[src/design/tbf_pkg.sv]
`timescale 1ns / 1ps
// tbf_pkg: shared types and constants of the ticketed bounded fifo
// no dependencies; used by the top level, its port checker and the testbench

package tbf_pkg;

    localparam int unsigned ID_W   = 48;
    localparam int unsigned WORD_W = 32;
    localparam int unsigned CNT_W  = 5;
    localparam int unsigned CMD_W  = 2;

    // command codes carried in the slave-side tuser
    typedef enum logic [CMD_W-1:0] {
        CMD_ENQ  = 2'd0,
        CMD_DEQ  = 2'd1,
        CMD_READ = 2'd2
    } t_cmd;

    // input tdata, last field in the lowest bits
    typedef struct packed {
        logic [ID_W-1:0]   ticket_in;
        logic [WORD_W-1:0] data_in;
    } t_in;

    // result tdata, last field in the lowest bits
    typedef struct packed {
        logic [ID_W-1:0]   oldest_id;
        logic [ID_W-1:0]   newest_id;
        logic              empty_res;
        logic              full_res;
        logic [CNT_W-1:0]  count;
        logic [WORD_W-1:0] data_out;
        logic [ID_W-1:0]   ticket_out;
        logic              ok;
    } t_result;

    localparam int unsigned IN_W  = $bits(t_in);
    localparam int unsigned OUT_W = $bits(t_result);

endpackage

[src/design/tbf_ram.sv]
`timescale 1ns / 1ps
// tbf_ram: generic single-write, single-read ram with registered read data
// no dependencies

module tbf_ram #(
    parameter int unsigned WIDTH = 32,
    parameter int unsigned DEPTH = 16
) (
    input  logic                                   i_clk,
    input  logic                                   i_wr_en,
    input  logic [(DEPTH > 1 ? $clog2(DEPTH) : 1)-1:0] i_wr_addr,
    input  logic [WIDTH-1:0]                       i_wr_data,
    input  logic                                   i_rd_en,
    input  logic [(DEPTH > 1 ? $clog2(DEPTH) : 1)-1:0] i_rd_addr,
    output logic [WIDTH-1:0]                       o_rd_data
);

    logic [WIDTH-1:0] r_mem [DEPTH];
    logic [WIDTH-1:0] r_rd_data;

    always_ff @(posedge i_clk) begin
        if (i_wr_en) begin
            r_mem[i_wr_addr] <= i_wr_data;
        end
        if (i_rd_en) begin
            r_rd_data <= r_mem[i_rd_addr];
        end
    end

    assign o_rd_data = r_rd_data;

endmodule

[src/design/ticketed_bounded_fifo_unit.sv]
`timescale 1ns / 1ps
// ticketed_bounded_fifo_unit: bounded fifo whose entries carry 48-bit tickets
// depends on tbf_pkg and tbf_ram
//
//  channel  | dir | tdata (low bit up)                        | tuser
//  ---------+-----+-------------------------------------------+-------------
//  s_axis   | in  | data_in[31:0], ticket_in[79:32]           | cmd[1:0]
//  m_axis   | out | ok, ticket_out, data_out, count, full_res,| none
//           |     | empty_res, newest_id, oldest_id (184 bits) |
//
//  one command per cycle; its result appears in the cycle after the transfer
//  the result comes from the single result register and the registered ram read
//  a new command is taken while the held result is being taken downstream
//  a stalled result blocks the slave side only while it cannot move on
//  synchronous active-low reset empties the queue; slot contents are kept

module ticketed_bounded_fifo_unit #(
    parameter int unsigned DEPTH = 16
) (
    input  logic                      i_clk,
    input  logic                      i_rst_n,
    // data_in[31:0], ticket_in[79:32]
    input  logic [tbf_pkg::IN_W-1:0]  s_axis_tdata,
    // cmd[1:0]
    input  logic [tbf_pkg::CMD_W-1:0] s_axis_tuser,
    input  logic                      s_axis_tvalid,
    output logic                      s_axis_tready,
    // ok[0], ticket_out[48:1], data_out[80:49], count[85:81], full_res[86],
    // empty_res[87], newest_id[135:88], oldest_id[183:136]
    output logic [tbf_pkg::OUT_W-1:0] m_axis_tdata,
    output logic                      m_axis_tvalid,
    input  logic                      m_axis_tready
);

    import tbf_pkg::*;

    // slot index and occupancy widths
    localparam int unsigned AW = (DEPTH > 1) ? $clog2(DEPTH) : 1;
    localparam int unsigned CW = $clog2(DEPTH + 1);
    localparam int unsigned SW = ((AW > CW) ? AW : CW) + 1;

    // queue state
    logic [ID_W-1:0] r_head_id, n_head_id;
    logic [ID_W-1:0] r_tail_id, n_tail_id;
    logic [AW-1:0]   r_head_slot, n_head_slot;
    logic [AW-1:0]   r_tail_slot, n_tail_slot;
    logic [CW-1:0]   r_count, n_count;

    // result register
    logic              r_out_valid;
    logic              r_ok, n_ok;
    logic              r_rd_ok, n_rd_ok;
    logic [ID_W-1:0]   r_ticket_out, n_ticket_out;
    logic [CNT_W-1:0]  r_count_res;
    logic              r_full_res, r_empty_res;
    logic [ID_W-1:0]   r_newest_id, r_oldest_id;

    // incoming transfer
    logic      accept;
    t_in       in_w;
    t_cmd      cmd;
    logic [ID_W-1:0] offset;
    logic      held;
    logic      full;
    logic [SW-1:0]   slot_sum;
    logic [AW-1:0]   rd_slot;
    logic      wr_en, rd_en;
    logic [WORD_W-1:0] ram_q;
    t_result   res;

    assign s_axis_tready = !r_out_valid || m_axis_tready;
    assign accept        = s_axis_tvalid && s_axis_tready;
    assign in_w          = t_in'(s_axis_tdata);
    assign cmd           = t_cmd'(s_axis_tuser);

    // a ticket is held when its distance from the tail is below the count
    assign offset = in_w.ticket_in - r_tail_id;
    assign held   = offset < ID_W'(r_count);
    assign full   = r_count == CW'(DEPTH);

    // slot of a held ticket: tail slot plus distance, wrapped once
    assign slot_sum = SW'(r_tail_slot) + SW'(offset[CW-1:0]);
    assign rd_slot  = (slot_sum >= SW'(DEPTH)) ? AW'(slot_sum - SW'(DEPTH))
                                               : AW'(slot_sum);

    always_comb begin
        n_head_id    = r_head_id;
        n_tail_id    = r_tail_id;
        n_head_slot  = r_head_slot;
        n_tail_slot  = r_tail_slot;
        n_count      = r_count;
        n_ok         = 1'b0;
        n_rd_ok      = 1'b0;
        n_ticket_out = '0;
        wr_en        = 1'b0;
        rd_en        = 1'b0;
        unique case (cmd)
            CMD_ENQ: begin
                if (!full) begin
                    wr_en        = accept;
                    n_ok         = 1'b1;
                    n_ticket_out = r_head_id;
                    n_head_id    = r_head_id + ID_W'(1);
                    n_head_slot  = (r_head_slot == AW'(DEPTH - 1)) ? '0
                                                                  : r_head_slot + AW'(1);
                    n_count      = r_count + CW'(1);
                end
            end
            CMD_DEQ: begin
                if (in_w.ticket_in == r_tail_id && r_count != '0) begin
                    n_ok        = 1'b1;
                    n_tail_id   = r_tail_id + ID_W'(1);
                    n_tail_slot = (r_tail_slot == AW'(DEPTH - 1)) ? '0
                                                                 : r_tail_slot + AW'(1);
                    n_count     = r_count - CW'(1);
                end
            end
            CMD_READ: begin
                if (held) begin
                    rd_en   = accept;
                    n_ok    = 1'b1;
                    n_rd_ok = 1'b1;
                end
            end
            default: begin
                // unused code: status only
            end
        endcase
    end

    always_ff @(posedge i_clk) begin
        if (!i_rst_n) begin
            r_head_id   <= '0;
            r_tail_id   <= '0;
            r_head_slot <= '0;
            r_tail_slot <= '0;
            r_count     <= '0;
            r_out_valid <= 1'b0;
        end else begin
            if (accept) begin
                r_head_id   <= n_head_id;
                r_tail_id   <= n_tail_id;
                r_head_slot <= n_head_slot;
                r_tail_slot <= n_tail_slot;
                r_count     <= n_count;
                r_out_valid <= 1'b1;
            end else if (m_axis_tready) begin
                r_out_valid <= 1'b0;
            end
        end
    end

    // result payload, no reset needed
    always_ff @(posedge i_clk) begin
        if (accept) begin
            r_ok         <= n_ok;
            r_rd_ok      <= n_rd_ok;
            r_ticket_out <= n_ticket_out;
            r_count_res  <= CNT_W'(n_count);
            r_full_res   <= n_count == CW'(DEPTH);
            r_empty_res  <= n_count == '0;
            r_newest_id  <= (n_count != '0) ? n_head_id - ID_W'(1) : '0;
            r_oldest_id  <= (n_count != '0) ? n_tail_id : '0;
        end
    end

    // slot storage; read data lines up with the result register
    tbf_ram #(
        .WIDTH (WORD_W),
        .DEPTH (DEPTH)
    ) u_slots (
        .i_clk     (i_clk),
        .i_wr_en   (wr_en),
        .i_wr_addr (r_head_slot),
        .i_wr_data (in_w.data_in),
        .i_rd_en   (rd_en),
        .i_rd_addr (rd_slot),
        .o_rd_data (ram_q)
    );

    always_comb begin
        res.ok         = r_ok;
        res.ticket_out = r_ticket_out;
        res.data_out   = r_rd_ok ? ram_q : '0;
        res.count      = r_count_res;
        res.full_res   = r_full_res;
        res.empty_res  = r_empty_res;
        res.newest_id  = r_newest_id;
        res.oldest_id  = r_oldest_id;
    end

    assign m_axis_tdata  = res;
    assign m_axis_tvalid = r_out_valid;

endmodule

[config.mk]
export PLATFORM = sky130hd
export DESIGN_NAME = ticketed_bounded_fifo_unit
export DESIGN_NICKNAME = d
export VERILOG_FILES = /design/src/design/tbf_pkg.sv /design/src/design/tbf_ram.sv /design/src/design/ticketed_bounded_fifo_unit.sv
export SDC_FILE = /design/constraint.sdc
export NUM_CORES = 1
export LEC_CHECK = 0
export BUFFER_PORTS_ARGS = -buffer_cell sky130_fd_sc_hd__clkbuf_2
export CAP_MARGIN = 10
export CORE_AREA = 4 4 267 269
export DETAILED_ROUTE_END_ITERATION = 8
export DIE_AREA = 0 0 271 273
export MAX_ROUTING_LAYER = met4
export PLACE_DENSITY = 0.87
export SLEW_MARGIN = 25
export SYNTH_ARGS = -nofsm -noshare
export SYNTH_HDL_FRONTEND = slang
export SYNTH_SLANG_ARGS = --single-unit
export TNS_END_PERCENT = 10
[constraint.sdc]
create_clock -name i_clk -period 7.3 [get_ports i_clk]
set_input_delay 1.095 -clock i_clk [delete_from_list [all_inputs] [get_ports i_clk]]
set_output_delay 1.095 -clock i_clk [all_outputs]
set_load 0.01 [all_outputs]
# Yosys cells after proc, flatten, opt, wreduce, memory -nomap -nowiden
# Memories as Yosys holds them, arrays and structs flattened. A register that Yosys moved wholly into a read port is not among the register bits.
# Index checks and enable logic that the tools add are counted.
# classes
add_sub_neg,10
magnitude_cmp,2
mux,23
eq_ne,7
n_reduce_logical,12
n_bitwise,2
# op_table
cell,count
48-bit 2-to-1 mux,4
48-bit by 1-bit adder with 48-bit output (second input constant),2
48-bit equality test,1
48-bit by 5-bit < comparator with 1-bit output,1
48-bit by 1-bit subtractor with 48-bit output (second input constant),1
48-bit subtractor,1
32-bit 2-to-1 mux,1
4-bit 2-to-1 mux,3
1-bit 2-to-1 mux,11
5-bit equality test (second input constant),2
5-bit 2-to-1 mux,2
5-bit case mux with 2 select lines,1
5-bit nonzero test,2
4-bit by 1-bit adder with 4-bit output (second input constant),2
4-bit equality test (second input constant),2
4-bit by 5-bit adder with 6-bit output,1
6-bit by 5-bit >= comparator with 1-bit output (second input constant),1
3-bit AND reduction,2
5-bit by 1-bit adder with 5-bit output (second input constant),1
5-bit logical NOT,1
5-bit by 1-bit subtractor with 5-bit output (second input constant),1
4-bit by 1-bit subtractor with 4-bit output (second input constant),1
1-bit case mux with 3 select lines,1
2-bit by 1-bit equality test with 1-bit output (second input constant),1
other kinds (8),10
# totals
ram_bits,512
regBits,263
inputBits,86
elab_cells,71
mem_count,1
# mem_list
memory,words,width,read_ports,rd_clocked_by_memory_dff,write_ports,line_no,rtl
u_slots.r_mem,16,32,1,1,1,tbf_ram.sv:18,logic [WIDTH-1:0] r_mem [DEPTH];

# Depth between registers and ports, before layout
# Gate-level depths: netlist (run 1).
# depth
depth_word,7
depth_mapped,18
mapped_depth_nobuf,18

# By module
# Synthesis (run 1) repeated with hierarchy kept, for this count alone.
# hier_totals
cells_unflattened,2964
area_unflattened_um2,38677.1
# modules_own_cells
mod,seq_area_each_um2,area_each_um2,cells_each,instances
tbf_ram,16335.7,20155.6,838,1
ticketed_bounded_fifo_unit,6796.5,18521.5,2126,1

# Worst setup path before layout (run 1)
# No wires, ideal clock.
# synth_path
path_type,input port to flip-flop
from,in m_axis_tready
to,"reg u_slots.r_rd_data[0] (netlist: u_slots.o_rd_data[0]), read port of u_slots.r_mem (enable)"
setup_slack_ps,-524
stages,6
path_buffers,2
t_arrival_ps,7432
t_required_ps,6908
cell_sequence,nand2b_1 nand2_1 inv_1 clkbuf_1 clkbuf_1 and2_1
# synth_between
elab_chain_len,4
# synth_lines
element,line_no,rtl
"start, declared",ticketed_bounded_fifo_unit.sv:32,input logic m_axis_tready
1-bit logical OR,ticketed_bounded_fifo_unit.sv:71,assign s_axis_tready = !r_out_valid || m_axis_tready;
1-bit logical AND,ticketed_bounded_fifo_unit.sv:72,assign accept = s_axis_tvalid && s_axis_tready;
named net accept,ticketed_bounded_fifo_unit.sv:59,logic accept;
1-bit 2-to-1 mux,ticketed_bounded_fifo_unit.sv:119,if (held) begin
1-bit 2-to-1 mux,ticketed_bounded_fifo_unit.sv:97,unique case (cmd)
named net rd_en,ticketed_bounded_fifo_unit.sv:67,"logic wr_en, rd_en;"
"end, declared",tbf_ram.sv:19,logic [WIDTH-1:0] r_rd_data;
# The timed path passes the listed nets, and every way through them passes these cells.
# A chain may end at the register's enable or synchronous reset.

# Worst setup path in the final report (run 1)
# layout_path
from,reg r_tail_id[31]
to,reg r_tail_id[40]
# layout_between
elab_chain_len,4
elab_cells_between_ends,5
cone_classes,1 x add/sub; 1 x eq/ne; 2 x mux; 1 x reduce/logical
# layout_lines
element,line_no,rtl
"start, declared",ticketed_bounded_fifo_unit.sv:44,"logic [ID_W-1:0] r_tail_id, n_tail_id;"
"start signal, assigned",ticketed_bounded_fifo_unit.sv:142,r_tail_id <= n_tail_id;
"parallel branches: the longest is 2 deep, another holds 48-bit by 1-bit adder with 48-bit output",n/a,
48-bit 2-to-1 mux (*),ticketed_bounded_fifo_unit.sv:110,if (in_w.ticket_in == r_tail_id && r_count != '0) begin
48-bit 2-to-1 mux (*),ticketed_bounded_fifo_unit.sv:97,
# Mark *: on every way between the ends.

==> results of run 1 <==
==> sequential cells by signal (all words and copies together) (netlist names) <==
signal	count
u_slots.r_mem	512
r_head_id	48
r_newest_id	48
r_oldest_id	48
r_tail_id	48
r_ticket_out	48
u_slots.o_rd_data	32
r_count	5
r_count_res	5
r_head_slot	4
r_tail_slot	4
m_axis_tvalid	1
r_empty_res	1
r_full_res	1
r_ok	1
r_rd_ok	1
==> critical path: stages (launching register included) <==
cell	delay, ns
sky130_fd_sc_hd__dfxtp_1	0.44
sky130_fd_sc_hd__inv_1	0.19
sky130_fd_sc_hd__ha_1	0.57
sky130_fd_sc_hd__nand4_1	0.33
sky130_fd_sc_hd__or4_1	0.67
sky130_fd_sc_hd__or2_1	0.30
sky130_fd_sc_hd__nor4_4	0.77
sky130_fd_sc_hd__nand4_1	0.55
sky130_fd_sc_hd__or3_1	0.53
sky130_fd_sc_hd__nor2_1	0.24
sky130_fd_sc_hd__or4b_1	0.49
sky130_fd_sc_hd__xnor2_1	0.14
sky130_fd_sc_hd__and2_1	0.15
==> routing by layer <==
metal	up-vias	track usage [%]	routed length (µm)
met5	-	-	0
met4	0	10.58	4294
met3	243	4.311	8985
met2	1643	46.40	51580
met1	12410	36.81	38760
li1	10820	-	-
==> cell usage in the layout (no fill, tap or decap), types with 16 or more instances in the layout <==
cell,count
sky130_fd_sc_hd__edfxtp_1,697
sky130_fd_sc_hd__dfxtp_1,110
sky130_fd_sc_hd__o21ai_0,65
sky130_fd_sc_hd__or3_1,44
sky130_fd_sc_hd__clkinv_1,16
sky130_fd_sc_hd__xnor2_1,186
sky130_fd_sc_hd__xor2_1,44
sky130_fd_sc_hd__and2_1,106
sky130_fd_sc_hd__nand4_1,63
sky130_fd_sc_hd__nor2_1,196
sky130_fd_sc_hd__nor4_1,22
sky130_fd_sc_hd__ha_1,63
sky130_fd_sc_hd__nand2_1,163
sky130_fd_sc_hd__a21oi_1,83
sky130_fd_sc_hd__buf_4,35
sky130_fd_sc_hd__a21boi_0,34
sky130_fd_sc_hd__o21a_1,19
sky130_fd_sc_hd__clkbuf_2,271
sky130_fd_sc_hd__nor3_1,53
sky130_fd_sc_hd__nand3_1,92
sky130_fd_sc_hd__inv_1,77
sky130_fd_sc_hd__mux4_2,160
sky130_fd_sc_hd__clkbuf_16,84
sky130_fd_sc_hd__and3_1,70
==> worst paths after layout <==
| kind | endpoint | startpoint |
|---|---|---|
| setup / recovery | r_tail_id[40] | r_tail_id[31] |
| hold / removal | r_tail_id[9] | r_tail_id[9] |
| setup reg to reg | r_tail_id[40] | r_tail_id[31] |
| hold reg to reg | r_tail_id[9] | r_tail_id[9] |
==> power by group through the flow <==
stage               Sequential (mW)  Clock [mW]  Combinational (mW)
floorplan                      5.27           0               0.477
global placement               5.24           0               0.792
detailed placement             5.24           0               0.807
CTS                            5.14        4.26               0.819
global route                   5.14        4.46               0.888
finish                         5.14        4.21               0.826
==> per-stage QoR <==
step	instance area (µm²)	hold slack [ns]	util, %	power [mW]	instances
after floorplan	37480	0.4641	-	5.743	2740
final	42570	0.5290	62.07	10.18	3977
after CTS	42500	0.5375	61.96	10.22	3970
after detailed placement	39810	0.5258	58.05	6.045	3817
after global routing	42570	0.5744	62.06	10.49	3976
after global placement	39810	0.4791	58.05	6.028	3817
==> cells by family (layout without fill, tap and decap cells) <==
family                     after synthesis  after routing
and+or+nand+nor                        906            906
DFF                                    807            807
AOI/OAI and AO/OA                      312            312
buffers and inverters                  243            544
xor gates and xnor gates               232            232
muxes                                  174            174
adders and majority gates               66             66
other                                    0              5
==> cell type report <==
| class | instances | area, µm² |
|---|---|---|
| Antenna cell | 5 | 12.51 |
| Timing Repair Buffer | 311 | 1727 |
| Sequential cell | 807 | 23130 |
| Multi-Input combinational cell | 1690 | 13540 |
| Inverter | 80 | 305.3 |
| Clock inverter | 52 | 496.7 |
| Tap cell | 931 | 1165 |
| Fill cell | 4878 | 26020 |
| Clock buffer | 101 | 2186 |
==> results.rst, run 1 <==
.. list-table::
   :header-rows: 1

   * - Metric
     - Value
   * - Run status
     - finished, final reports clean
   * - Gr ovfl total
     - 0
   * - DRT antenna net count
     - 0
   * - Period utilisation layout
     - 75.11%
   * - Part of the total power dissipated in the clock network
     - 41.4%
   * - Htree depth
     - 3
   * - Max FO, Critical Path
     - 14
   * - Max clock buf depth
     - 3
   * - Arr. time, crit path
     - roughly 6 ns
   * - Sequential-to-total area share from yosys stat
     - roughly 62%
   * - Die Footprint
     - 73980 µm²
   * - CTS Hold Buffers Added
     - 0
   * - CTS Root Cell
     - sky130_fd_sc_hd__clkbuf_16
   * - DRT iter0 DRCs
     - around 3.3k
   * - Net switching fraction of the power
     - between 20% and 30%
   * - Slew @ Worst Pin
     - a little over 1 ns
   * - Most frequent cells after synthesis
     - 697 x sky130_fd_sc_hd__edfxtp_1, 209 x sky130_fd_sc_hd__nor2_1, 188 x sky130_fd_sc_hd__xnor2_1, 163 x sky130_fd_sc_hd__nand2_1, 160 x sky130_fd_sc_hd__mux4_2
   * - Adder-cell share of the synthesized area
     - 2.243%
   * - CTS tree
     - yes
   * - Clock latency on the worst-skew pair
     - 0.66 ns
   * - Most frequently used cell type in the post-synthesis netlist
     - sky130_fd_sc_hd__edfxtp_1
   * - Number of nets in the final layout
     - roughly 3.1k
   * - Leakage dissipation
     - between 10 and 15 nW
   * - Cells after Synth
     - between 2k and 3k
   * - Vias per inst
     - 6.315
   * - Count of cell types in the netlist
     - just over 80
   * - Post-CTS Setup Inserts
     - 0
   * - Area of the mapped netlist
     - 37480 µm²
   * - Post-synthesis async set-or-reset flop share
     - 0%
   * - Endpoint required time on the critical path
     - 7.84 ns
   * - Clock-pin slew on the worst setup and hold paths
     - 0.06 ns
   * - Number of buffer cells added on primary ports
     - approximately 270
   * - Max-slew headroom at the worst pin
     - between 30% and 40%
   * - Internal power
     - slightly below 8 mW
   * - RSZ-0062 raised after global routing
     - false
   * - Net switching power figure
     - between 2 and 2.5 mW
   * - Kind of start point of the critical path
     - flip-flop
   * - Final critical path time including I/O delays and setup
     - 5.483 ns
   * - Die Height
     - about 270 µm
   * - I/O pins
     - ~270
   * - FF-to-FF setup slack
     - 1.82 ns
   * - Post-synth top flop
     - sky130_fd_sc_hd__edfxtp_1
   * - Setup WS pre-CTS
     - between 1 and 1.5 ns
   * - Number of register bits inferred by synthesis
     - slightly above 800
   * - Num CTS Buffers
     - 83
   * - Worst clock skew
     - 0.04458 ns
   * - Initial antenna violation count
     - 4
   * - Signed area change from the synthesized netlist to the final layout
     - 13.57%
   * - Final WL
     - around 100 mm
   * - Synth Area per Inst
     - ~14 µm²
   * - Remaining design rule violation count
     - 0
   * - Largest area contributor in the netlist
     - sky130_fd_sc_hd__edfxtp_1
   * - WHS Path Cells
     - 2
   * - Row count
     - 96
   * - Multiplexer share of the synthesized area
     - between 10% and 20%
   * - Post-DP HPWL
     - 64.14 mm
   * - Power share of the combinational group
     - ~8.1%
   * - Main combinational cell family by area after synthesis
     - simple AND/OR/NAND/NOR gates
   * - Number of clock sinks
     - around 800
   * - Area share of the leading cell type in the synthesized netlist
     - ~56%
   * - Final hold violation count
     - 0
   * - Total global routing track utilization
     - between 20% and 30%
   * - Core footprint
     - between 60000 and 70000 µm²
   * - Compound-cell area share of the yosys netlist
     - 5.465%
   * - Simple-gate share of the synthesized area
     - around 13%
   * - Parity-gate share of the synthesized area counting xor and xnor cells
     - approximately 5.4%
   * - Worst Setup Slack, final
     - 1.817 ns
   * - Global-route wire length before repair
     - ~150 mm
   * - Worst voltage drop across the vdd grid
     - approximately 0.24 mV
   * - Category of the worst setup path capture point
     - flip-flop
   * - Ratio of cells with drive above 1 in the final layout
     - a little over a fifth
   * - Start-to-end type of the worst setup path
     - reg -> reg
   * - Wire length per cell
     - about 26 µm
   * - Highest clock rate
     - between 150 and 200 MHz
   * - Via Count
     - 25.12k
   * - Number of max-capacitance violations reported
     - 0
   * - Total power per unit cell area
     - 239.1 nW/µm²
   * - Pre-Repair DR Iteration Count
     - 8
   * - Total setup violations reported at the end of the flow
     - 0
   * - Worst Reg-to-Reg Cells
     - 12
   * - Maximum number of pins on one net before global-route repair
     - 109
   * - Initial core utilization
     - a little over half
   * - Sequential cell fraction of total power
     - 50.5%
   * - Final weighted congestion in routability-driven placement
     - 1.003
   * - Count of final max-slew check failures
     - 0
   * - Total Negative Setup Slacks
     - 0 ns
   * - Number of global-route vias before repair
     - ~24k
   * - Type of the tightest min-delay check
     - reg -> reg
   * - Largest cells by area after synthesis
     - sky130_fd_sc_hd__edfxtp_1 56%, sky130_fd_sc_hd__mux4_2 9.6%, sky130_fd_sc_hd__dfxtp_1 5.9%, sky130_fd_sc_hd__xnor2_1 4.4%, sky130_fd_sc_hd__ha_1 2.1%
   * - Warnings, synthesis
     - 0
   * - Resized cells post-CTS
     - 0
   * - Net count after synthesis
     - ~2.9k
   * - Number of flops mapped to enable cells by yosys
     - ~700
   * - Overall die width
     - 271 µm
No activity file was read; power rests on OpenSTA's default activity.
==> run 2: changes to the inputs <==
--- a/config.mk
+++ b/config.mk
@@ -7,11 +7,11 @@
 export LEC_CHECK = 0
 export BUFFER_PORTS_ARGS = -buffer_cell sky130_fd_sc_hd__clkbuf_2
 export CAP_MARGIN = 10
-export CORE_AREA = 4 4 267 269
+export CORE_AREA = 4 4 253 255
 export DETAILED_ROUTE_END_ITERATION = 8
-export DIE_AREA = 0 0 271 273
+export DIE_AREA = 0 0 257 259
 export MAX_ROUTING_LAYER = met4
-export PLACE_DENSITY = 0.87
+export PLACE_DENSITY = 0.91
 export SLEW_MARGIN = 25
 export SYNTH_ARGS = -nofsm -noshare
 export SYNTH_HDL_FRONTEND = slang
==> constraint.sdc (replaced) <==
create_clock -name i_clk -period 5.6 [get_ports i_clk]
set_input_delay 0.84 -clock i_clk [delete_from_list [all_inputs] [get_ports i_clk]]
set_output_delay 0.84 -clock i_clk [all_outputs]
set_load 0.01 [all_outputs]
==> results.rst, run 2 (synthesis gave the netlist of run 1 again) <==
.. list-table::
   :header-rows: 1

   * - Metric
     - Value
   * - Total Negative Setup Slacks
     - 0 ns (unchanged)
   * - Core footprint
     - 61600 µm² (was 68590 µm²)
   * - Worst Hold Launch
     - s_axis_tvalid (was r_tail_id[9])
   * - Final total power
     - 13.29 mW (was 10.18 mW)
   * - Post-CTS Setup Inserts
     - 0 (unchanged)
   * - Resized cells post-CTS
     - 0 (unchanged)
   * - DRT iter0 DRCs
     - 3070 (was 3275)
   * - Ratio of cells with drive above 1 in the final layout
     - 22.45% (was 21.80%)
   * - Worst Setup Slack, final
     - 0.2256 ns (was 1.817 ns)
   * - Final core occ
     - 69.10% (was 62.07%)
   * - Setup WS pre-CTS
     - 0.02527 ns (was 1.100 ns)
   * - Highest-count cells in the layout ignoring fill and taps
     - 697 x sky130_fd_sc_hd__edfxtp_1, 273 x sky130_fd_sc_hd__clkbuf_2, 196 x sky130_fd_sc_hd__nor2_1, 186 x sky130_fd_sc_hd__xnor2_1, 163 x sky130_fd_sc_hd__nand2_1 (was 697 x sky130_fd_sc_hd__edfxtp_1, 271 x sky130_fd_sc_hd__clkbuf_2, 196 x sky130_fd_sc_hd__nor2_1, 186 x sky130_fd_sc_hd__xnor2_1, 163 x sky130_fd_sc_hd__nand2_1)
   * - Total power per unit cell area
     - 312.2 nW/µm² (was 239.1 nW/µm²)
   * - Initial core utilization
     - 60.85% (was 54.65%)
   * - Most common cell after layout, fill and taps aside
     - sky130_fd_sc_hd__edfxtp_1 (unchanged)
   * - Wire length per cell
     - 29.17 µm (was 26.05 µm)
   * - Max-slew headroom at the worst pin
     - 24.54% (was 31.14%)
   * - I/O pins
     - 272 (unchanged)
   * - CTS tree
     - yes (unchanged)
   * - Final WL
     - 113.7 mm (was 103.6 mm)
   * - Worst-case hold path end point
     - m_axis_tvalid (was r_tail_id[9])
   * - Maximum number of pins on one net before global-route repair
     - 95 (was 109)
   * - Leakage dissipation
     - 14.66 nW (was 14.56 nW)
   * - Die Footprint
     - 66560 µm² (was 73980 µm²)
   * - Number of buffer cells added on primary ports
     - 271 (unchanged)
   * - Gr ovfl total
     - 0 (unchanged)
   * - Total setup violations reported at the end of the flow
     - 0 (unchanged)
   * - Count of final max-slew check failures
     - 0 (unchanged)
   * - Kind of start point of the critical path
     - flip-flop (unchanged)
   * - Number of global-route vias before repair
     - 25.74k (was 24.04k)
   * - Num CTS Buffers
     - 81 (was 83)
   * - Run status
     - finished, final reports clean (unchanged)
   * - Final instance area
     - 42560 µm² (was 42570 µm²)
   * - Remaining design rule violation count
     - 0 (unchanged)
   * - Final weighted congestion in routability-driven placement
     - 1.030 (was 1.003)
   * - Category of the worst setup path capture point
     - flip-flop (unchanged)
   * - Signed area change from the synthesized netlist to the final layout
     - 13.56% (was 13.57%)
   * - Initial antenna violation count
     - 4 (unchanged)
   * - Worst R2R End
     - u_slots.o_rd_data[3] (was r_tail_id[40])
   * - Final critical path time including I/O delays and setup
     - 5.374 ns (was 5.483 ns)
   * - Final hold violation count
     - 0 (unchanged)
   * - Max FO, Critical Path
     - 32 (was 14)
   * - Period utilisation layout
     - 95.97% (was 75.11%)
   * - Clock latency on the worst-skew pair
     - 0.66 ns (about the same)
   * - Overall die width
     - 257 µm (was 271 µm)
   * - Post-DP HPWL
     - 72.56 mm (was 64.14 mm)
   * - DRT antenna net count
     - 0 (unchanged)
   * - CTS Root Cell
     - sky130_fd_sc_hd__clkbuf_16 (unchanged)
   * - Number of placed instances, taps included
     - 3748 (was 3817)
   * - Pre-Repair DR Iteration Count
     - 7 (was 8)
   * - Final hold slack
     - 0.4787 ns (was 0.5290 ns)
   * - Number of flip-flops under the largest register name
     - 512 (unchanged)
   * - Highest clock rate
     - 186.1 MHz (was 182.4 MHz)
   * - Number of clock sinks
     - 807 (unchanged)
   * - Die Height
     - 259 µm (was 273 µm)
   * - Endpoint required time on the critical path
     - 5.91 ns (was 7.84 ns)
   * - WHS Path Cells
     - 3 (was 2)
   * - Final standard cell count with taps included and fillers excluded
     - 3897 (was 3977)
   * - Htree depth
     - 3 (unchanged)
   * - Arr. time, crit path
     - 5.68 ns (was 6.02 ns)
   * - RSZ-0062 raised after global routing
     - false (unchanged)
   * - CTS Hold Buffers Added
     - 0 (unchanged)
   * - Worst clock skew
     - 0.03419 ns (was 0.04458 ns)
   * - Row count
     - 91 (was 96)
   * - Slew @ Worst Pin
     - 1.126 ns (was 1.033 ns)
   * - Via Count
     - 25.60k (was 25.12k)
   * - Start-to-end type of the worst setup path
     - reg -> reg (unchanged)
   * - Placed instance area
     - 39900 µm² (was 39810 µm²)
   * - Number of nets in the final layout
     - 3146 (was 3125)
   * - Register with the highest flop count
     - u_slots.r_mem (unchanged)
   * - FF-to-FF setup slack
     - 0.23 ns (was 1.82 ns)
   * - Worst voltage drop across the vdd grid
     - 0.3252 mV (was 0.2373 mV)
   * - Clock-pin slew on the worst setup and hold paths
     - 0.06 ns (about the same)
   * - Worst Reg-to-Reg Cells
     - 18 (was 12)
   * - Number of max-capacitance violations reported
     - 0 (unchanged)
   * - Total global routing track utilization
     - 34.91% (was 28.49%)
   * - Global-route wire length before repair
     - 167.9 mm (was 154.4 mm)
   * - Max clock buf depth
     - 3 (unchanged)
   * - Type of the tightest min-delay check
     - in -> reg (was reg -> reg)
   * - Vias per inst
     - 6.570 (was 6.315)
   * - Worst flop-to-flop path startpoint
     - r_tail_id[0] (was r_tail_id[31])
## run 2: cell count changes in the layout (fill, tap and decap cells not counted), sizes merged
cell      delta
clkinvlp     +1
diode        -1
bufinv       +2
buf         +23
clkbuf      -10
clkinv       +3
inv          -4
## run 2: worst max-delay path, stage by stage (launching register included)
cell and delay, ns:
sky130_fd_sc_hd__dfxtp_1 0.52, sky130_fd_sc_hd__ha_1 0.25, sky130_fd_sc_hd__inv_1 0.07, sky130_fd_sc_hd__fa_1 0.43, sky130_fd_sc_hd__a21o_1 0.19, sky130_fd_sc_hd__a21oi_1 0.17, sky130_fd_sc_hd__xnor2_1 0.11, sky130_fd_sc_hd__ha_1 0.22
sky130_fd_sc_hd__a2111oi_0 0.46, sky130_fd_sc_hd__o221ai_1 0.23, sky130_fd_sc_hd__nor3_1 0.17, sky130_fd_sc_hd__nand4_1 0.11, sky130_fd_sc_hd__a211oi_1 0.20, sky130_fd_sc_hd__nand4_1 0.11, sky130_fd_sc_hd__nor4_1 0.36, sky130_fd_sc_hd__nand4_1 0.15
sky130_fd_sc_hd__nor4_1 0.67, sky130_fd_sc_hd__and2_2 0.30, sky130_fd_sc_hd__buf_12 0.29
## run 2: cell type report
cell class,count,area [µm²]
timing repair buffer,334,1879
inverter,80,305.3
multi-input combinational,1690,13550
antenna,4,10.01
clock inverter,54,520.5
clock buffer,91,2120
fill,3949,19030
tap,837,1047
sequential,807,23130
## run 2: report_power, final
part / total [mW] / internal, mW / switching, mW / leakage, nW
logic: 1.12 / 0.418 / 0.699 / 6.08
registers: 6.70 / 6.65 / 0.0474 / 7.29
clock network: 5.47 / 3.03 / 2.44 / 1.28
total: 13.3 / 10.1 / 3.18 / 14.7
## run 2: layer usage
metal	GRT usage, %	up-vias	part of all wire (%)
li1	-	10850	-
met4	17.82	0	6.1
met2	57.84	1799	50
met3	5.570	376	9.2
met1	42.04	12580	35
met5	-	-	0
## run 2: worst max-delay path by stage
stage	start	to	cells after the start
finish	r_tail_id[0]	u_slots.o_rd_data[3]	18
detailed placement	s_axis_tdata[32]	u_slots.o_rd_data[14]	20
CTS	r_tail_id[0]	u_slots.o_rd_data[3]	18
floorplan	m_axis_tready	u_slots.o_rd_data[0]	6
global placement	s_axis_tdata[32]	u_slots.o_rd_data[14]	20
global route	r_tail_id[0]	u_slots.o_rd_data[8]	18
